`config.mk`:
```
export PLATFORM = sky130hd
export DESIGN_NAME = shell_quote_removal_stream_flat
export DESIGN_NICKNAME = d
export VERILOG_FILES = /design/src/rtl/core/sqr_pkg.sv /design/src/rtl/core/sqr_if.sv /design/src/rtl/core/sqr_front.sv /design/src/rtl/core/sqr_fifo.sv /design/src/rtl/core/sqr_back.sv /design/src/rtl/core/shell_quote_removal_stream.sv /design/src/flat_wrapper.sv
export SDC_FILE = /design/constraint.sdc
export NUM_CORES = 1
export LEC_CHECK = 0
export BUFFER_PORTS_ARGS = -buffer_cell sky130_fd_sc_hd__clkbuf_2
export CAP_MARGIN = 20
export CORE_MARGIN = 4
export CORE_UTILIZATION = 57
export DETAILED_ROUTE_END_ITERATION = 10
export GPL_TIMING_DRIVEN = 0
export PLACE_DENSITY = 0.79
export SKIP_LAST_GASP = 1
export SYNTH_ARGS = -nofsm -noshare
export SYNTH_HDL_FRONTEND = slang
export SYNTH_SLANG_ARGS = --single-unit
```
`constraint.sdc`:
```
create_clock -name clock -period 3.14 [get_ports clock]
set_input_delay 0.157 -clock clock [delete_from_list [all_inputs] [get_ports clock]]
set_output_delay 0.157 -clock clock [all_outputs]
set_load 0.03 [all_outputs]
```
`src/rtl/core/sqr_pkg.sv`:
```
`timescale 1ns / 1ps

package sqr_pkg;

   // Default configuration handed to the top level.
   localparam int CLASS_BITS_DEF  = 5;
   localparam int QUEUE_DEPTH_DEF = 2;

   // Field widths fixed by the stream format.
   localparam int CHAR_W   = 8;
   localparam int CLASS_W  = 5;
   localparam int STATUS_W = 2;

   // Lexical class codes, fixed header encoding.
   localparam logic [CLASS_W-1:0] CL_SPACE  = 5'd1;
   localparam logic [CLASS_W-1:0] CL_BSLASH = 5'd2;
   localparam logic [CLASS_W-1:0] CL_AND    = 5'd4;
   localparam logic [CLASS_W-1:0] CL_DQUOTE = 5'd5;
   localparam logic [CLASS_W-1:0] CL_SQUOTE = 5'd6;
   localparam logic [CLASS_W-1:0] CL_PIPE   = 5'd15;
   localparam logic [CLASS_W-1:0] CL_ENTER  = 5'd20;
   localparam logic [CLASS_W-1:0] CL_GLUE   = 5'd22;

   localparam logic [CHAR_W-1:0] CHAR_SPACE = 8'h20;

   // Quote mode codes.
   localparam logic [1:0] QM_NONE   = 2'd0;
   localparam logic [1:0] QM_SINGLE = 2'd1;
   localparam logic [1:0] QM_DOUBLE = 2'd2;

   // Operator tracking codes.
   localparam logic [1:0] OP_NONE = 2'd0;
   localparam logic [1:0] OP_AMP  = 2'd1;
   localparam logic [1:0] OP_SEEN = 2'd2;

   // End status codes.
   localparam logic [STATUS_W-1:0] ST_OK      = 2'd0;
   localparam logic [STATUS_W-1:0] ST_OPEN_SQ = 2'd1;
   localparam logic [STATUS_W-1:0] ST_OPEN_DQ = 2'd2;

   // One classified beat, as passed from the front end to the back end.
   typedef struct packed {
      logic                has_byte;
      logic                last;
      logic [CHAR_W-1:0]   data_byte;
      logic [CLASS_W-1:0]  cls;
      logic [STATUS_W-1:0] status;
   } sqr_entry_type;

   localparam int ENTRY_W = $bits(sqr_entry_type);

endpackage

```
`src/rtl/core/sqr_if.sv`:
```
`timescale 1ns / 1ps

interface sqr_req_if
   import sqr_pkg::*;
   ();
   logic               valid;
   logic               ready;
   logic [CHAR_W-1:0]  in_char;
   logic [CLASS_W-1:0] in_class;
   logic               in_last;

   modport source (output valid, output in_char, output in_class, output in_last,
                   input ready);
   modport sink   (input valid, input in_char, input in_class, input in_last,
                   output ready);
endinterface

interface sqr_rsp_if
   import sqr_pkg::*;
   ();
   logic                valid;
   logic                ready;
   logic [CHAR_W-1:0]   out_char;
   logic [CLASS_W-1:0]  out_class;
   logic                is_end;
   logic [STATUS_W-1:0] status;

   modport source (output valid, output out_char, output out_class, output is_end,
                   output status, input ready);
   modport sink   (input valid, input out_char, input out_class, input is_end,
                   input status, output ready);
endinterface

```
`src/rtl/core/sqr_front.sv`:
```
`timescale 1ns / 1ps

module sqr_front
   import sqr_pkg::*;
#(
   parameter int ClassBits = CLASS_BITS_DEF
) (
   input  logic          clock,
   input  logic          reset,
   sqr_req_if.sink       req_chan,
   input  logic          push_ready,
   output logic          push_valid,
   output sqr_entry_type push_entry
);

   localparam logic [CLASS_W-1:0] ClassMask =
      (ClassBits >= CLASS_W) ? {CLASS_W{1'b1}} : CLASS_W'((1 << ClassBits) - 1);

   logic [1:0] quote_mode_ff, quote_mode_in;
   logic       escape_ff, escape_in;
   logic [1:0] op_state_ff, op_state_in;

   logic [CLASS_W-1:0] cl;
   logic [CLASS_W-1:0] keep_cls;
   logic [CHAR_W-1:0]  keep_char;
   logic               keep;
   logic [1:0]         qm_next;
   logic               esc_next;
   logic [1:0]         op_next;
   logic               accept;

   assign cl     = req_chan.in_class & ClassMask;
   assign accept = req_chan.valid && req_chan.ready;
   assign req_chan.ready = push_ready;

   // Per-character decision, one step per beat.
   always_comb begin
      qm_next   = quote_mode_ff;
      esc_next  = escape_ff;
      op_next   = op_state_ff;
      keep      = 1'b0;
      keep_char = req_chan.in_char;
      keep_cls  = cl;
      if (quote_mode_ff == QM_SINGLE) begin
         if (cl == CL_SQUOTE) begin
            qm_next = QM_NONE;
         end else begin
            keep = 1'b1;
         end
      end else if (escape_ff) begin
         esc_next = 1'b0;
         op_next  = OP_NONE;
         if (cl != CL_ENTER) begin
            keep = 1'b1;
            if (quote_mode_ff == QM_DOUBLE && cl == CL_SPACE) begin
               keep_cls = CL_GLUE;
            end
         end
      end else if (cl == CL_BSLASH) begin
         esc_next = 1'b1;
         op_next  = OP_NONE;
      end else if (quote_mode_ff == QM_DOUBLE) begin
         if (cl == CL_DQUOTE) begin
            qm_next = QM_NONE;
         end else begin
            keep = 1'b1;
            if (cl == CL_SPACE) begin
               keep_cls = CL_GLUE;
            end
         end
      end else if (cl == CL_SQUOTE) begin
         qm_next = QM_SINGLE;
         op_next = OP_NONE;
      end else if (cl == CL_DQUOTE) begin
         qm_next = QM_DOUBLE;
         op_next = OP_NONE;
      end else if (cl == CL_ENTER) begin
         // A newline after an operator, with only spaces between, continues the line as a space.
         if (op_state_ff == OP_SEEN) begin
            keep      = 1'b1;
            keep_char = CHAR_SPACE;
            keep_cls  = CL_SPACE;
         end
         op_next = OP_NONE;
      end else begin
         keep = 1'b1;
         if (cl == CL_PIPE) begin
            op_next = OP_SEEN;
         end else if (cl == CL_AND) begin
            op_next = (op_state_ff == OP_AMP) ? OP_SEEN : OP_AMP;
         end else if (cl == CL_SPACE) begin
            op_next = (op_state_ff == OP_SEEN) ? OP_SEEN : OP_NONE;
         end else begin
            op_next = OP_NONE;
         end
      end
   end

   always_comb begin
      push_entry.has_byte  = keep;
      push_entry.last      = req_chan.in_last;
      push_entry.data_byte = keep_char;
      push_entry.cls       = keep_cls & ClassMask;
      case (qm_next)
         QM_SINGLE: push_entry.status = ST_OPEN_SQ;
         QM_DOUBLE: push_entry.status = ST_OPEN_DQ;
         default:   push_entry.status = ST_OK;
      endcase
      push_valid = accept && (keep || req_chan.in_last);
   end

   always_comb begin
      quote_mode_in = quote_mode_ff;
      escape_in     = escape_ff;
      op_state_in   = op_state_ff;
      if (accept) begin
         if (req_chan.in_last) begin
            quote_mode_in = QM_NONE;
            escape_in     = 1'b0;
            op_state_in   = OP_NONE;
         end else begin
            quote_mode_in = qm_next;
            escape_in     = esc_next;
            op_state_in   = op_next;
         end
      end
   end

   always_ff @(posedge clock) begin
      if (reset) begin
         quote_mode_ff <= QM_NONE;
         escape_ff     <= 1'b0;
         op_state_ff   <= OP_NONE;
      end else begin
         quote_mode_ff <= quote_mode_in;
         escape_ff     <= escape_in;
         op_state_ff   <= op_state_in;
      end
   end

   // A finished line leaves every piece of mode state cleared.
   assert property (@(posedge clock) disable iff (reset)
      accept && req_chan.in_last |=>
         quote_mode_ff == QM_NONE && !escape_ff && op_state_ff == OP_NONE)
      else $error("mode state not cleared after line end");

   // Inside single quotes no escape can be waiting.
   assert property (@(posedge clock) disable iff (reset)
      quote_mode_ff == QM_SINGLE |-> !escape_ff)
      else $error("escape pending inside single quotes");

   // An escape always clears the operator tracking.
   assert property (@(posedge clock) disable iff (reset)
      escape_ff |-> op_state_ff == OP_NONE)
      else $error("operator state live while escape pending");

endmodule

```
`src/rtl/core/sqr_fifo.sv`:
```
`timescale 1ns / 1ps

module sqr_fifo
   import sqr_pkg::*;
#(
   parameter int Depth = QUEUE_DEPTH_DEF
) (
   input  logic          clock,
   input  logic          reset,
   input  logic          push_valid,
   input  sqr_entry_type push_entry,
   output logic          push_ready,
   output logic          head_valid,
   output sqr_entry_type head_entry,
   input  logic          pop
);

   localparam int PtrW = (Depth > 1) ? $clog2(Depth) : 1;
   localparam int CntW = $clog2(Depth + 1);
   localparam logic [CntW-1:0] Full = CntW'(Depth);

   sqr_entry_type      entry_ff [Depth];
   logic [PtrW-1:0]    wr_ptr_ff, wr_ptr_in;
   logic [PtrW-1:0]    rd_ptr_ff, rd_ptr_in;
   logic [CntW-1:0]    count_ff, count_in;
   logic               do_push;
   logic               do_pop;

   assign push_ready = (count_ff != Full);
   assign head_valid = (count_ff != '0);
   assign head_entry = entry_ff[rd_ptr_ff];
   assign do_push    = push_valid && push_ready;
   assign do_pop     = pop && head_valid;

   always_comb begin
      wr_ptr_in = wr_ptr_ff;
      rd_ptr_in = rd_ptr_ff;
      count_in  = count_ff;
      if (do_push) begin
         wr_ptr_in = (wr_ptr_ff == PtrW'(Depth - 1)) ? '0 : wr_ptr_ff + 1'b1;
      end
      if (do_pop) begin
         rd_ptr_in = (rd_ptr_ff == PtrW'(Depth - 1)) ? '0 : rd_ptr_ff + 1'b1;
      end
      if (do_push && !do_pop) begin
         count_in = count_ff + 1'b1;
      end else if (do_pop && !do_push) begin
         count_in = count_ff - 1'b1;
      end
   end

   always_ff @(posedge clock) begin
      if (reset) begin
         wr_ptr_ff <= '0;
         rd_ptr_ff <= '0;
         count_ff  <= '0;
      end else begin
         wr_ptr_ff <= wr_ptr_in;
         rd_ptr_ff <= rd_ptr_in;
         count_ff  <= count_in;
      end
   end

   always_ff @(posedge clock) begin
      if (do_push) begin
         entry_ff[wr_ptr_ff] <= push_entry;
      end
   end

   assert property (@(posedge clock) disable iff (reset)
      count_ff <= Full)
      else $error("queue count beyond depth");

   assert property (@(posedge clock) disable iff (reset)
      !push_ready |-> !do_push)
      else $error("write into full queue");

   assert property (@(posedge clock) disable iff (reset)
      count_ff == '0 |-> wr_ptr_ff == rd_ptr_ff)
      else $error("empty queue with pointers apart");

endmodule

```
`src/rtl/core/sqr_back.sv`:
```
`timescale 1ns / 1ps

module sqr_back
   import sqr_pkg::*;
(
   input  logic          clock,
   input  logic          reset,
   input  logic          head_valid,
   input  sqr_entry_type head_entry,
   output logic          pop,
   sqr_rsp_if.source     rsp_chan
);

   logic                rsp_valid_ff, rsp_valid_in;
   logic [CHAR_W-1:0]   out_char_ff, out_char_in;
   logic [CLASS_W-1:0]  out_class_ff, out_class_in;
   logic                is_end_ff, is_end_in;
   logic [STATUS_W-1:0] status_ff, status_in;
   logic                end_phase_ff, end_phase_in;
   logic                load;

   assign load = !rsp_valid_ff || rsp_chan.ready;

   // An entry with a kept byte and a line end is sent as two beats:
   // the byte first, then the end status.
   always_comb begin
      rsp_valid_in = rsp_valid_ff;
      out_char_in  = out_char_ff;
      out_class_in = out_class_ff;
      is_end_in    = is_end_ff;
      status_in    = status_ff;
      end_phase_in = end_phase_ff;
      pop          = 1'b0;
      if (load) begin
         rsp_valid_in = head_valid;
         if (head_valid) begin
            if (head_entry.has_byte && !end_phase_ff) begin
               out_char_in  = head_entry.data_byte;
               out_class_in = head_entry.cls;
               is_end_in    = 1'b0;
               status_in    = ST_OK;
               end_phase_in = head_entry.last;
               pop          = !head_entry.last;
            end else begin
               out_char_in  = '0;
               out_class_in = '0;
               is_end_in    = 1'b1;
               status_in    = head_entry.status;
               end_phase_in = 1'b0;
               pop          = 1'b1;
            end
         end
      end
   end

   always_ff @(posedge clock) begin
      if (reset) begin
         rsp_valid_ff <= 1'b0;
         end_phase_ff <= 1'b0;
      end else begin
         rsp_valid_ff <= rsp_valid_in;
         end_phase_ff <= end_phase_in;
      end
   end

   always_ff @(posedge clock) begin
      out_char_ff  <= out_char_in;
      out_class_ff <= out_class_in;
      is_end_ff    <= is_end_in;
      status_ff    <= status_in;
   end

   assign rsp_chan.valid     = rsp_valid_ff;
   assign rsp_chan.out_char  = out_char_ff;
   assign rsp_chan.out_class = out_class_ff;
   assign rsp_chan.is_end    = is_end_ff;
   assign rsp_chan.status    = status_ff;

   // The end half of a split entry keeps that entry at the queue head.
   assert property (@(posedge clock) disable iff (reset)
      end_phase_ff |-> head_valid && head_entry.last && head_entry.has_byte)
      else $error("end phase without its entry");

   // A byte beat carries no status.
   assert property (@(posedge clock) disable iff (reset)
      rsp_valid_ff && !is_end_ff |-> status_ff == ST_OK)
      else $error("status on a byte beat");

   // Entering the end phase means the byte beat was just loaded.
   assert property (@(posedge clock) disable iff (reset)
      $rose(end_phase_ff) |-> rsp_valid_ff && !is_end_ff)
      else $error("end phase without preceding byte beat");

endmodule

```
`src/rtl/core/shell_quote_removal_stream.sv`:
```
`timescale 1ns / 1ps

// Quote removal on a command line stream. Each request beat carries one byte
// of the line, its lexical class code and a flag for the last byte. Quote
// characters are removed, a backslash escapes the byte after it (and a
// backslash-newline pair vanishes), spaces inside double quotes are reclassed
// as glue, and an unquoted newline is dropped unless it follows a pipe, a
// double pipe or a double ampersand with only spaces between, where it turns
// into a space. The last byte of a line also produces an end beat whose
// status tells ok, an open single quote or an open double quote; that beat
// has is_end set and zero byte and class, and it follows the byte beat of the
// same input when there is one. Mode state returns to its reset values after
// every line end. The front end decides each byte combinationally and accepts
// a new request beat every cycle as long as the small queue toward the back
// end has room; the back end registers the response and sends one beat per
// cycle while the receiver is ready. A kept byte gives one response beat and
// a dropped one none; a last byte also gives its end beat, after its byte
// beat when that is kept, and the back end's single output register sends
// the two one after the other. ClassBits masks the incoming class code, and
// the outgoing one, to that many low bits.

module shell_quote_removal_stream
   import sqr_pkg::*;
#(
   parameter int ClassBits  = CLASS_BITS_DEF,
   parameter int QueueDepth = QUEUE_DEPTH_DEF
) (
   input  logic      clock,
   input  logic      reset,
   sqr_req_if.sink   req_chan,
   sqr_rsp_if.source rsp_chan
);

   // Classified entries flow from the front end through the queue.
   logic          push_valid;
   logic          push_ready;
   sqr_entry_type push_entry;
   logic          head_valid;
   sqr_entry_type head_entry;
   logic          pop;

   sqr_front #(
      .ClassBits (ClassBits)
   ) u_front (
      .clock      (clock),
      .reset      (reset),
      .req_chan   (req_chan),
      .push_ready (push_ready),
      .push_valid (push_valid),
      .push_entry (push_entry)
   );

   sqr_fifo #(
      .Depth (QueueDepth)
   ) u_fifo (
      .clock      (clock),
      .reset      (reset),
      .push_valid (push_valid),
      .push_entry (push_entry),
      .push_ready (push_ready),
      .head_valid (head_valid),
      .head_entry (head_entry),
      .pop        (pop)
   );

   sqr_back u_back (
      .clock      (clock),
      .reset      (reset),
      .head_valid (head_valid),
      .head_entry (head_entry),
      .pop        (pop),
      .rsp_chan   (rsp_chan)
   );

endmodule
```
`src/flat_wrapper.sv`:
```
// flat-port wrapper written by rule: the top's interface ports become plain ports
module shell_quote_removal_stream_flat import sqr_pkg::*;
#(
   parameter int ClassBits  = CLASS_BITS_DEF,
   parameter int QueueDepth = QUEUE_DEPTH_DEF
)
  (clock, reset, req_chan_valid, req_chan_in_char, req_chan_in_class, req_chan_in_last, req_chan_ready, rsp_chan_valid, rsp_chan_out_char, rsp_chan_out_class, rsp_chan_is_end, rsp_chan_status, rsp_chan_ready);
  sqr_req_if req_chan_i ();
  sqr_rsp_if rsp_chan_i ();
  input  logic clock;
  input  logic reset;
  input wire logic [$bits(req_chan_i.valid)-1:0] req_chan_valid;
  input wire logic [$bits(req_chan_i.in_char)-1:0] req_chan_in_char;
  input wire logic [$bits(req_chan_i.in_class)-1:0] req_chan_in_class;
  input wire logic [$bits(req_chan_i.in_last)-1:0] req_chan_in_last;
  output wire logic [$bits(req_chan_i.ready)-1:0] req_chan_ready;
  output wire logic [$bits(rsp_chan_i.valid)-1:0] rsp_chan_valid;
  output wire logic [$bits(rsp_chan_i.out_char)-1:0] rsp_chan_out_char;
  output wire logic [$bits(rsp_chan_i.out_class)-1:0] rsp_chan_out_class;
  output wire logic [$bits(rsp_chan_i.is_end)-1:0] rsp_chan_is_end;
  output wire logic [$bits(rsp_chan_i.status)-1:0] rsp_chan_status;
  input wire logic [$bits(rsp_chan_i.ready)-1:0] rsp_chan_ready;
  assign req_chan_i.valid = req_chan_valid;
  assign req_chan_i.in_char = req_chan_in_char;
  assign req_chan_i.in_class = req_chan_in_class;
  assign req_chan_i.in_last = req_chan_in_last;
  assign req_chan_ready = req_chan_i.ready;
  assign rsp_chan_valid = rsp_chan_i.valid;
  assign rsp_chan_out_char = rsp_chan_i.out_char;
  assign rsp_chan_out_class = rsp_chan_i.out_class;
  assign rsp_chan_is_end = rsp_chan_i.is_end;
  assign rsp_chan_status = rsp_chan_i.status;
  assign rsp_chan_i.ready = rsp_chan_ready;
  shell_quote_removal_stream #(.ClassBits(ClassBits), .QueueDepth(QueueDepth)) u_core (.clock(clock), .reset(reset), .req_chan(req_chan_i), .rsp_chan(rsp_chan_i));
endmodule
```
; Word-level counts from Yosys, hierarchy flattened
; Memories as Yosys holds them, arrays and structs flattened. A register that Yosys moved wholly into a read port is not among the register bits.
; Index checks and enable logic that the tools add are counted.
[word_totals]
out_inout_bits = 18
regBits = 27
n_memories = 1
wordCells = 125
ram_bits = 34
inputBits = 18
[mem_list]
columns = name, words, word_bits, rd, rd_ports_with_merged_regs, wr, line
row1 = u_core.u_fifo.entry_ff, 2, 17, 1, 1, 1, sqr_fifo.sv:22  ; sqr_entry_type entry_ff [Depth];
[op_classes]
reduce_logical = 20
n_addsub = 4
n_mux = 71
n_eq_ne = 17
[op_table]
columns = operator, n
row1 = 8-bit two-way mux, 8
row2 = 5-bit two-way mux, 12
row3 = 2-bit two-way mux, 24
row4 = 1-bit two-way mux, 26
row5 = 5-bit by 3-bit == test with 1-bit output (second input constant), 3
row6 = 1-bit logical AND, 8
row7 = 2-bit by 1-bit == test with 1-bit output (second input constant), 3
row8 = 2-bit == test (second input constant), 3
row9 = 5-bit by 1-bit == test with 1-bit output (second input constant), 1
row10 = 5-bit by 2-bit == test with 1-bit output (second input constant), 1
row11 = 5-bit by 4-bit == test with 1-bit output (second input constant), 1
row12 = 5-bit == test (second input constant), 1
row13 = 1-bit logical NOT, 5
row14 = 5-bit inequality test (second input constant), 1
row15 = 2-bit inequality test (second input constant), 2
row16 = 4-bit inequality test (second input constant), 1
row17 = 2-bit case mux with 2 select lines, 1
row18 = 2-bit AND reduction, 2
row19 = 2-bit nonzero test, 2
row20 = 3-bit AND reduction, 1
row21 = 1-bit adder (second input constant), 2
row22 = 2-bit by 1-bit adder with 2-bit output (second input constant), 1
row23 = 1-bit logical OR, 2
row24 = 2-bit by 1-bit subtractor with 2-bit output (second input constant), 1

; Logic depth before layout (Yosys ltp)
; Gate-level depths: netlist (run 1).
[depth]
ltp_word = 16
mapped_depth = 11
ltp_nobuf = 9

; Modules after synthesis
; Synthesis (run 1) repeated with hierarchy kept, for this count alone.
[hier_totals]
cells_unflattened = 234
hier_area_um2 = 3001.6
[by_module_without_submodules]
columns = mod, cells_per_inst, area_per_inst_um2, seq_area_each_um2, instances
row1 = sqr_fifo, 77, 1447.6, 1121.1, 1
row2 = sqr_front, 112, 858.3, 100.1, 1
row3 = sqr_back, 45, 695.7, 520.5, 1

; Least setup slack after synthesis (run 1)
; Ideal clock, no wire load.
[synth_timing]
kind = reg2reg
from = register u_core.u_front.quote_mode_ff[1]
to = memory u_core.u_fifo.entry_ff[1][0] (netlist name) (enable)
t_required_ps = 2724
path_buffers = 1
t_arrival_ps = 2380
setup_slack_ps = 343
period_less_slack_ps = 2797
stages_incl_launch_ff = 7
setup_ps = 416
cell_sequence = dfxtp_1 clkbuf_1 nor3b_1 nand2_1 and3_1 a211oi_1 nor3b_1
[synth_via]
elab_chain_len = 10
word_cells_on_any_way = 11
cone_classes = 2 x eq/ne / 6 x mux / 3 x reduce/logical
[synth_rtl]
columns = element, line
row1 = "start, declared", sqr_front.sv:19  ; logic [1:0] quote_mode_ff, quote_mode_in;
row2 = "start signal, assigned", sqr_front.sv:135  ; quote_mode_ff <= quote_mode_in;
row3 = 2-bit == test, sqr_front.sv:62  ; end else if (quote_mode_ff == QM_DOUBLE) begin
row4 = 1-bit two-way mux, sqr_front.sv:62
row5 = 1-bit two-way mux, sqr_front.sv:59  ; end else if (cl == CL_BSLASH) begin
row6 = 1-bit two-way mux, sqr_front.sv:50  ; end else if (escape_ff) begin
row7 = 1-bit two-way mux (*), sqr_front.sv:44  ; if (quote_mode_ff == QM_SINGLE) begin
row8 = 1-bit logical OR (*), sqr_front.sv:109  ; push_valid = accept && (keep || req_chan.in_last);
row9 = 1-bit logical AND (*), sqr_front.sv:109
row10 = 1-bit logical AND (*), sqr_fifo.sv:32  ; assign do_push = push_valid && push_ready;
row11 = 1-bit two-way mux (*), sqr_fifo.sv:65  ; if (do_push) begin
row12 = 1-bit two-way mux (not written as such) (*), sqr_fifo.sv:66  ; entry_ff[wr_ptr_ff] <= push_entry;
row13 = "end, declared", sqr_fifo.sv:22
; Every way passes the cells marked *; elsewhere a longest branch is shown, timed or not.

; Worst setup path after layout (run 1)
[layout_timing]
from = register u_core.u_front.quote_mode_ff[1]
to = register u_core.u_fifo.count_ff[1]
[layout_via]
elab_chain_len = 11
word_cells_on_any_way = 14
cone_classes = 2 x eq/ne / 5 x mux / 7 x reduce/logical
[layout_rtl]
columns = element, line
row1 = 2-bit == test, sqr_front.sv:62
row2 = 1-bit two-way mux, sqr_front.sv:62
row3 = 1-bit two-way mux, sqr_front.sv:59
row4 = 1-bit two-way mux, sqr_front.sv:50
row5 = 1-bit two-way mux (*), sqr_front.sv:44
row6 = 1-bit logical OR (*), sqr_front.sv:109
row7 = 1-bit logical AND (*), sqr_front.sv:109
row8 = 1-bit logical AND (*), sqr_fifo.sv:32
row9 = net u_core.u_fifo.do_push, sqr_fifo.sv:26  ; logic do_push;
row10 = 1-bit logical NOT, sqr_fifo.sv:47  ; end else if (do_pop && !do_push) begin
row11 = 1-bit logical AND, sqr_fifo.sv:47
row12 = 2-bit nonzero test (no source line), --
row13 = "end signal, assigned", sqr_fifo.sv:60  ; count_ff <= count_in;
row14 = "end, declared", sqr_fifo.sv:25  ; logic [CntW-1:0] count_ff, count_in;
; The timed path passes the listed nets; every way through them passes the cells marked *.
; A chain may end at the register's enable or synchronous reset.

==> results.rst, run 1 <==
.. list-table::
   :header-rows: 1

   * - Metric
     - Value
   * - Result of the run
     - finished, final reports clean
   * - Total setup violations reported at the end of the flow
     - 0
   * - Share of Yosys cell area claimed by the top area cell type
     - 0.532
   * - Worst hold path class
     - in -> reg
   * - Row Count
     - 25
   * - Crit. End Element
     - register
   * - Static Leakage
     - 0.00122 uW
   * - Arrival @ worst endpoint
     - 2.99 ns
   * - TritonRoute pass-1 iters
     - 4
   * - H-tree lvl count
     - 3
   * - Setup repair after global routing missed its margin
     - no
   * - Instance count on the critical path
     - 9
   * - DIE HEIGHT
     - 78.4 um
   * - Source-to-sink clock delay at the later pin of the worst-skew pair
     - 0.33 ns
   * - Syn_area_per_cell
     - 12.2 sq um
   * - Horiz. Die Dim
     - 78.4 um
   * - Total via count in the routed design
     - 1949
   * - Highest metal used
     - met4
   * - Worst clock skew on the final layout
     - 0.00699 ns
   * - Power density normalized to cell area
     - 826 nW/um^2
   * - Post-synthesis async set-or-reset flop share
     - 0
   * - Actual slew at the worst max-slew pin
     - 0.762 ns
   * - Syn_nets
     - 250
   * - Number of global-route vias before repair
     - 1807
   * - Via density
     - 5.58
   * - Post_cts resized
     - 0
   * - CP cell instances
     - clkbuf_1 -> nor3b_1 -> nand2_1 -> and3_1 -> a211oi_1 -> nor2_1 -> ha_1 -> or3_1 -> a21oi_1
   * - Maximum vdd drop
     - 0.491 mV
   * - Fraction of final layout cells with drive strength greater than 1
     - 0.238
   * - Total buffers and inverters traversed by the critical path
     - 1
   * - Cells after Synth
     - 231
   * - Fraction of the cycle the final worst path needs
     - 0.868
   * - CP Class
     - reg -> reg
   * - Antenna Cells
     - 0
   * - Die outline area
     - 6140 sq um
   * - Area taken by flip-flops and latches
     - 1740 sq um
   * - IO buf count
     - 33
   * - Iter 0 DRT Violations
     - 95
   * - Final core area utilization
     - 0.692
   * - Element type at the critical path start
     - register
   * - Number of enable flip-flop cells after synthesis
     - 50
   * - Slowest library cell on the worst path
     - sky130_fd_sc_hd__a211oi_1
   * - Wire per inst
     - 14.8 um
   * - Layout-stage area growth over the synthesis result
     - 16.7%
   * - Count of hold-fix buffers inserted at cts
     - 0
   * - Total area of multi-input combinational cells
     - 1010 sq um
   * - Biggest area contributors in the synthesized netlist
     - sky130_fd_sc_hd__edfxtp_1, sky130_fd_sc_hd__dfxtp_1, sky130_fd_sc_hd__mux2i_1
   * - Worst reg2reg path depth
     - 9
   * - Met2 Wirelength
     - 2610 um
   * - Sum of routed wire length over all layers
     - 5170 um
   * - Total congestion overflow after global routing
     - 0
   * - I/O pin total
     - 36
   * - Smallest setup slack after layout
     - 0.414 ns
   * - Data required time at the worst endpoint
     - 3.40 ns
   * - Synth Cell Area
     - 2820 sq um
   * - Portion of the post-synthesis area used by sequential elements
     - 0.617
   * - Clk sinks
     - 62
   * - Pin count of the biggest net entering global routing
     - 19
   * - Leading cell types in the layout, fill and taps excluded
     - sky130_fd_sc_hd__edfxtp_1, sky130_fd_sc_hd__clkbuf_2, sky130_fd_sc_hd__nor2_1
   * - Most used flip-flop cell after synthesis
     - sky130_fd_sc_hd__edfxtp_1
   * - Wire length the detailed router placed on met1
     - 2230 um
   * - Unique masters post-synth
     - 48
   * - Register bit total from synthesis
     - 62
   * - Final-report hold violation count
     - 0
   * - Number of stages on the worst hold path
     - 1
   * - Max-cap check violation count
     - 0
   * - Clock root buffer
     - sky130_fd_sc_hd__clkbuf_8
   * - Net total in the final layout
     - 296
   * - Clock period minus worst slack
     - 2.73 ns
   * - Remaining antenna violation count
     - 0
   * - Clock-pin slew of the registers on the worst-case setup and hold paths
     - 0.07 ns
   * - TritonCTS clock tree
     - built
   * - Synthesis Warnings
     - 0
   * - Overall fraction of global-route tracks in use
     - 0.182
   * - Met3 Routed Length
     - 331 um
   * - Most common cell after layout, fill and taps aside
     - sky130_fd_sc_hd__edfxtp_1
   * - Fin. max-slew vios
     - 0
   * - Max FO, Critical Path
     - 10
   * - Initial antenna violation count
     - 0
   * - Routability-driven placement congestion ratio
     - 0.862
   * - Library cell with the largest summed area after synthesis
     - sky130_fd_sc_hd__edfxtp_1
   * - Slowest stage delay, CP
     - 0.48 ns
   * - Kind of cell with the highest combined delay on the critical path
     - simple AND/OR/NAND/NOR gates
   * - Core Region
     - 4750 sq um
   * - Setup slack after placement
     - 0.420 ns
   * - DRC violations left
     - 0
   * - Buffers inserted by post-CTS timing repair
     - 0
   * - Slew HR
     - 0.492
   * - R2R Setup Slk
     - 0.41 ns
   * - Initial standard-cell utilization of the core
     - 0.593
   * - Total of fill cells in the finished design
     - 371
   * - Buffers from clock root to sink, at most
     - 2
   * - HPWL after detailed placement
     - 3680 um
   * - TritonCTS Buffers
     - 9
   * - Total chip power
     - 2720 uW
   * - Maximum clock rate
     - 367 MHz
   * - Global-route wire length before repair
     - 8500 um
[state kept, by name, indices dropped and copies added (netlist names), named ones only]
register	count
u_core.u_fifo.count_ff	2
u_core.u_fifo.rd_ptr_ff	1
u_core.u_back.rsp_chan.status	2
u_core.u_fifo.wr_ptr_ff	1
u_core.u_back.rsp_chan.is_end	1
u_core.u_front.escape_ff	1
u_core.u_fifo.entry_ff	34
u_core.u_back.rsp_chan.out_char	8
u_core.u_back.rsp_chan.out_class	5
u_core.u_front.quote_mode_ff	2
u_core.u_front.op_state_ff	2
u_core.u_back.rsp_chan.valid	1
u_core.u_back.end_phase_ff	1
[report_power, final]
group | switching [uW] | total, uW | internal (uW)
clock network | 309 | 670 | 360
registers | 68.2 | 1230 | 1160
logic | 569 | 826 | 257
[final timing paths]
path,endpoint,from
worst max register to register,u_core.u_fifo.count_ff[1],u_core.u_front.quote_mode_ff[1]
worst min register to register,u_core.u_front.op_state_ff[1],u_core.u_front.op_state_ff[1]
worst max-delay path,u_core.u_fifo.count_ff[1],u_core.u_front.quote_mode_ff[1]
worst min-delay path,u_core.u_fifo.entry_ff[0][15],req_chan_in_last
[through the flow]
step,TNS (ns),cell area [sq um],std cells,hold WS (ns)
3_5_place_dp,0,3100,333,0.369
4_1_cts,0,3290,349,0.0202
3_3_place_gp,-13.62,3070,331,0.368
2_1_floorplan,0,2820,231,0.256
6_report,0,3290,349,0.0297
5_1_grt,0,3290,349,0.0197
[worst register-to-register path, cell delays in order, from the launching register on]
cell and delay [ns]:
sky130_fd_sc_hd__dfxtp_1 0.31, sky130_fd_sc_hd__clkbuf_1 0.19, sky130_fd_sc_hd__nor3b_1 0.32, sky130_fd_sc_hd__nand2_1 0.15, sky130_fd_sc_hd__and3_1 0.25, sky130_fd_sc_hd__a211oi_1 0.48
sky130_fd_sc_hd__nor2_1 0.11, sky130_fd_sc_hd__ha_1 0.35, sky130_fd_sc_hd__or3_1 0.37, sky130_fd_sc_hd__a21oi_1 0.13
[cells in the mapped netlist, types with 4 or more instances]
library cell,number
sky130_fd_sc_hd__edfxtp_1,50
sky130_fd_sc_hd__xor2_1,4
sky130_fd_sc_hd__nand3_1,4
sky130_fd_sc_hd__nand2_1,14
sky130_fd_sc_hd__or3_1,4
sky130_fd_sc_hd__clkbuf_1,5
sky130_fd_sc_hd__mux2i_1,18
sky130_fd_sc_hd__nand2b_1,7
sky130_fd_sc_hd__nor3_1,6
sky130_fd_sc_hd__a21o_1,4
sky130_fd_sc_hd__a21oi_1,12
sky130_fd_sc_hd__o21ai_0,8
sky130_fd_sc_hd__nor2_1,27
sky130_fd_sc_hd__and2_1,7
sky130_fd_sc_hd__dfxtp_1,12
sky130_fd_sc_hd__or2_2,4
[routing by layer]
layer / track usage / vias up
li1: - / 950
met1: 0.230 / 924
met2: 0.292 / 73
met3: 0.0528 / 2
met4: 0.0787 / 0
met5: 0 / -
[cells by family (layout without fill, tap and decap cells)]
| kind of cell | count (synthesis) | in the layout | share of synthesized area |
|---|---|---|---|
| AND/OR/NAND/NOR | 87 | 87 | 0.168 |
| flip-flops | 62 | 62 | 0.617 |
| AO/OA/AOI/OAI | 43 | 43 | 0.104 |
| multiplexers | 18 | 18 | 0.0639 |
| buffers and inverters | 16 | 67 | 0.0297 |
| XOR/XNOR | 4 | 4 | 0.0124 |
| adder cells (fa/ha/maj) | 1 | 1 | 0.00443 |
[area by class of cell]
| cell class | instances | share of cell area |
|---|---|---|
| flip-flops and latches | 62 | 0.529 |
| multi-input cells | 153 | 0.306 |
| repair buffers | 35 | 0.0570 |
| clock buffers | 9 | 0.0376 |
| well taps | 67 | 0.0255 |
| plain buffers | 13 | 0.0220 |
| clock inverters | 7 | 0.0198 |
| inverters | 3 | 0.00342 |
Power figures use the tool's default switching activity.
==> run 2: changes to the inputs <==
--- a/config.mk
+++ b/config.mk
@@ -5,13 +5,17 @@
 export SDC_FILE = /design/constraint.sdc
 export NUM_CORES = 1
 export LEC_CHECK = 0
+export ABC_AREA = 1
 export BUFFER_PORTS_ARGS = -buffer_cell sky130_fd_sc_hd__clkbuf_2
 export CAP_MARGIN = 20
+export CELL_PAD_IN_SITES_DETAIL_PLACEMENT = 0
+export CELL_PAD_IN_SITES_GLOBAL_PLACEMENT = 1
 export CORE_MARGIN = 4
-export CORE_UTILIZATION = 57
+export CORE_UTILIZATION = 44
 export DETAILED_ROUTE_END_ITERATION = 10
 export GPL_TIMING_DRIVEN = 0
-export PLACE_DENSITY = 0.79
+export HOLD_SLACK_MARGIN = 0.12
+export PLACE_DENSITY_LB_ADDON = 0.1
 export SKIP_LAST_GASP = 1
 export SYNTH_ARGS = -nofsm -noshare
 export SYNTH_HDL_FRONTEND = slang
==> results.rst, run 2 <==
.. list-table::
   :header-rows: 1

   * - Metric
     - Value
   * - Power density normalized to cell area
     - 903 nW/um^2 (+9.2%)
   * - TritonCTS Buffers
     - 9 (unchanged)
   * - Number of global-route vias before repair
     - 1858 (+2.8%)
   * - R2R Setup Slk
     - 0.82 ns (+0.41 ns)
   * - Unique masters post-synth
     - 31 (-35%)
   * - Reg with most FFs
     - u_core.u_fifo.entry_ff
   * - Endpoint of the lowest-slack register-to-register path
     - u_core.u_fifo.entry_ff[0][14]
   * - Library cell with the largest summed area after synthesis
     - sky130_fd_sc_hd__edfxtp_1
   * - H-tree lvl count
     - 3 (unchanged)
   * - Max-cap check violation count
     - 0 (unchanged)
   * - IO buf count
     - 35 (+6.1%)
   * - Most used flip-flop cell after synthesis
     - sky130_fd_sc_hd__edfxtp_1
   * - Net switching share of the total power
     - 0.363 (+0.0150)
   * - Net total in the final layout
     - 351 (+19%)
   * - Iter 0 DRT Violations
     - 97 (+2.1%)
   * - Leading cell types in the layout, fill and taps excluded
     - sky130_fd_sc_hd__nand2_1, sky130_fd_sc_hd__edfxtp_1, sky130_fd_sc_hd__clkbuf_2
   * - Global-route wire length before repair
     - 8710 um (+2.5%)
   * - Slew HR
     - 0.393 (-0.0991)
   * - Worst setup path endpoint
     - u_core.u_fifo.entry_ff[0][14]
   * - Critical R2R Launch
     - u_core.u_front.quote_mode_ff[1]
   * - Syn_area_per_cell
     - 9.84 sq um (-19%)
   * - Most frequent cells after synthesis
     - sky130_fd_sc_hd__nand2_1, sky130_fd_sc_hd__edfxtp_1, sky130_fd_sc_hd__inv_1
   * - CP Class
     - reg -> reg
   * - Actual slew at the worst max-slew pin
     - 0.909 ns (+0.148 ns)
   * - Routability-driven placement congestion ratio
     - 0.835 (-3.1%)
   * - Pin count of the biggest net entering global routing
     - 18 (-1)
   * - Final core area utilization
     - 0.547 (-0.145)
   * - TritonRoute pass-1 iters
     - 4 (unchanged)
   * - Share of Yosys cell area claimed by the top area cell type
     - 0.539 (+0.00693)
   * - Wire per inst
     - 13.1 um (-12%)
   * - I/O pin total
     - 36 (unchanged)
   * - Cells after Synth
     - 283 (+23%)
   * - Sum of routed wire length over all layers
     - 5380 um (+4.0%)
   * - Share of total power in the clock network
     - 0.246 (about the same)
   * - Buffers from clock root to sink, at most
     - 2 (unchanged)
   * - Clock root buffer
     - sky130_fd_sc_hd__clkbuf_8
   * - Total setup violations reported at the end of the flow
     - 0 (unchanged)
   * - Via density
     - 4.87 (-13%)
   * - Fraction of the cycle the final worst path needs
     - 0.738 (-0.131)
   * - Max FFs per register
     - 34 (unchanged)
   * - DIE HEIGHT
     - 87.6 um (+12%)
   * - Min-Delay Startpoint
     - req_chan_in_char[5]
   * - Worst reg2reg path depth
     - 8 (-1)
   * - Final-report hold violation count
     - 0 (unchanged)
   * - Initial standard-cell utilization of the core
     - 0.462 (-0.131)
   * - Total congestion overflow after global routing
     - 0 (unchanged)
   * - Internal Pwr Total
     - 1900 uW (+6.9%)
   * - Count of hold-fix buffers inserted at cts
     - 2 (+2)
   * - Layout-stage area growth over the synthesis result
     - 18.4%
   * - Crit. End Element
     - register
   * - Maximum clock rate
     - 432 MHz (+18%)
   * - Register bit total from synthesis
     - 62 (unchanged)
   * - Synth Cell Area
     - 2790 sq um (-1.3%)
   * - Data required time at the worst endpoint
     - 3.09 ns (-0.31 ns)
   * - Biggest area contributors in the synthesized netlist
     - sky130_fd_sc_hd__edfxtp_1, sky130_fd_sc_hd__dfxtp_1, sky130_fd_sc_hd__nand2_1
   * - Accumulated negative setup slack
     - 0 ns (unchanged)
   * - Clk sinks
     - 62 (unchanged)
   * - Switching component of the power
     - 1080 uW (+14%)
   * - Clock-pin slew of the registers on the worst-case setup and hold paths
     - 0.06 ns (about the same)
   * - TritonCTS clock tree
     - built
   * - Clock period minus worst slack
     - 2.32 ns (-0.410 ns)
   * - Max FO, Critical Path
     - 17 (+7)
   * - Syn_nets
     - 302 (+21%)
   * - Initial antenna violation count
     - 0 (unchanged)
   * - Portion of the post-synthesis area used by sequential elements
     - 0.625 (+0.00804)
   * - Worst hold path class
     - in -> reg
   * - Arrival @ worst endpoint
     - 2.27 ns (-0.72 ns)
   * - Remaining antenna violation count
     - 0 (unchanged)
   * - Fraction of final layout cells with drive strength greater than 1
     - 0.229 (-0.00842)
   * - Element type at the critical path start
     - register
   * - Most instantiated library cell after synthesis
     - sky130_fd_sc_hd__nand2_1
   * - Buffers inserted by post-CTS timing repair
     - 0 (unchanged)
   * - Post-synthesis async set-or-reset flop share
     - 0 (unchanged)
   * - Launch point of the critical path
     - u_core.u_front.quote_mode_ff[1]
   * - Die outline area
     - 7670 sq um (+25%)
   * - Number of enable flip-flop cells after synthesis
     - 50 (unchanged)
   * - HPWL after detailed placement
     - 3760 um (+2.0%)
   * - Row Count
     - 28 (+12%)
   * - Maximum vdd drop
     - 0.490 mV (-0.34%)
   * - Core Region
     - 6030 sq um (+27%)
   * - Most common cell after layout, fill and taps aside
     - sky130_fd_sc_hd__nand2_1
   * - Sequential share of power
     - 0.419 (-0.031)
   * - Portion of total power attributed to combinational logic
     - 0.335 (+0.032)
   * - Total via count in the routed design
     - 2002 (+2.7%)
   * - Post_cts resized
     - 0 (unchanged)
   * - Static Leakage
     - 0.00138 uW (+13%)
   * - Horiz. Die Dim
     - 87.6 um (+12%)
   * - Overall fraction of global-route tracks in use
     - 0.151 (-0.0307)
   * - Result of the run
     - finished, final reports clean
   * - Antenna Cells
     - 0 (unchanged)
   * - Synthesis Warnings
     - 0 (unchanged)
   * - DRC violations left
     - 0 (unchanged)
   * - Fin. max-slew vios
     - 0 (unchanged)
   * - Source-to-sink clock delay at the later pin of the worst-skew pair
     - 0.33 ns (about the same)
   * - Setup repair after global routing missed its margin
     - no
   * - Worst clock skew on the final layout
     - 0.0105 ns (+0.00355 ns)
==> run 2: cell type report <==
cell class,instances,area (sq um)
fill,561,2730
clock inverter,5,75.1
clock buffer,10,128
multi-input combinational,177,881
buffer,5,22.5
timing repair buffer,38,210
tap,75,93.8
inverter,39,146
sequential,62,1740
==> run 2: power groups by stage <==
stage	registers [uW]	logic (uW)	clock network (uW)
CTS	1250	1010	740
global route	1270	1100	777
finish	1250	998	731
detailed placement	1270	1010	0
floorplan	1490	483	0
global placement	1270	961	0
==> run 2: worst min path at each step <==
stage,to,slack [ns],cells after the start
finish,u_core.u_fifo.entry_ff[1][12],0.13,2
CTS,u_core.u_fifo.entry_ff[1][12],0.12,2
detailed placement,u_core.u_fifo.entry_ff[1][15],0.44,1
floorplan,u_core.u_front.quote_mode_ff[0],0.23,1
global placement,u_core.u_front.quote_mode_ff[0],0.43,2
global route,u_core.u_fifo.entry_ff[1][7],0.14,3
==> run 2: kinds of logic after synthesis <==
kind of cell,share of synthesized area
DFF,0.625
adders and majority gates,0.00449
xor gates and xnor gates,0.00629
AOI/OAI and AO/OA,0.0943
and+or+nand+nor,0.209
buffers and inverters,0.0606
==> run 2: critical path: stages (launching register included) <==
cell and delay, ns:
sky130_fd_sc_hd__dfxtp_1 0.42, sky130_fd_sc_hd__inv_2 0.08, sky130_fd_sc_hd__nor2_2 0.22, sky130_fd_sc_hd__nor3_1 0.13
sky130_fd_sc_hd__nor2_2 0.13, sky130_fd_sc_hd__nand2_2 0.08, sky130_fd_sc_hd__nand3_2 0.10, sky130_fd_sc_hd__nand2_1 0.09
sky130_fd_sc_hd__nor2_2 0.70
==> run 2: metrics by stage <==
stage	hold WS, ns	setup slack [ns]	cell area (sq um)	std cells	power, uW
after floorplan	0.226	0.606	2790	283	1970
after global placement	0.434	0.0468	3050	393	2230
after detailed placement	0.438	0.801	3080	394	2280
after CTS	0.124	0.794	3300	411	3000
after global routing	0.137	0.572	3300	411	3140
final	0.128	0.823	3300	411	2980
==> run 2: layer usage <==
layer / vias to the layer above / global-route usage / share of wire
met2: 37 / 0.240 / 0.47
li1: 1047 / - / -
met5: - / 0 / 0
met1: 913 / 0.192 / 0.47
met4: 0 / 0.0628 / 0.012
met3: 5 / 0.0461 / 0.048
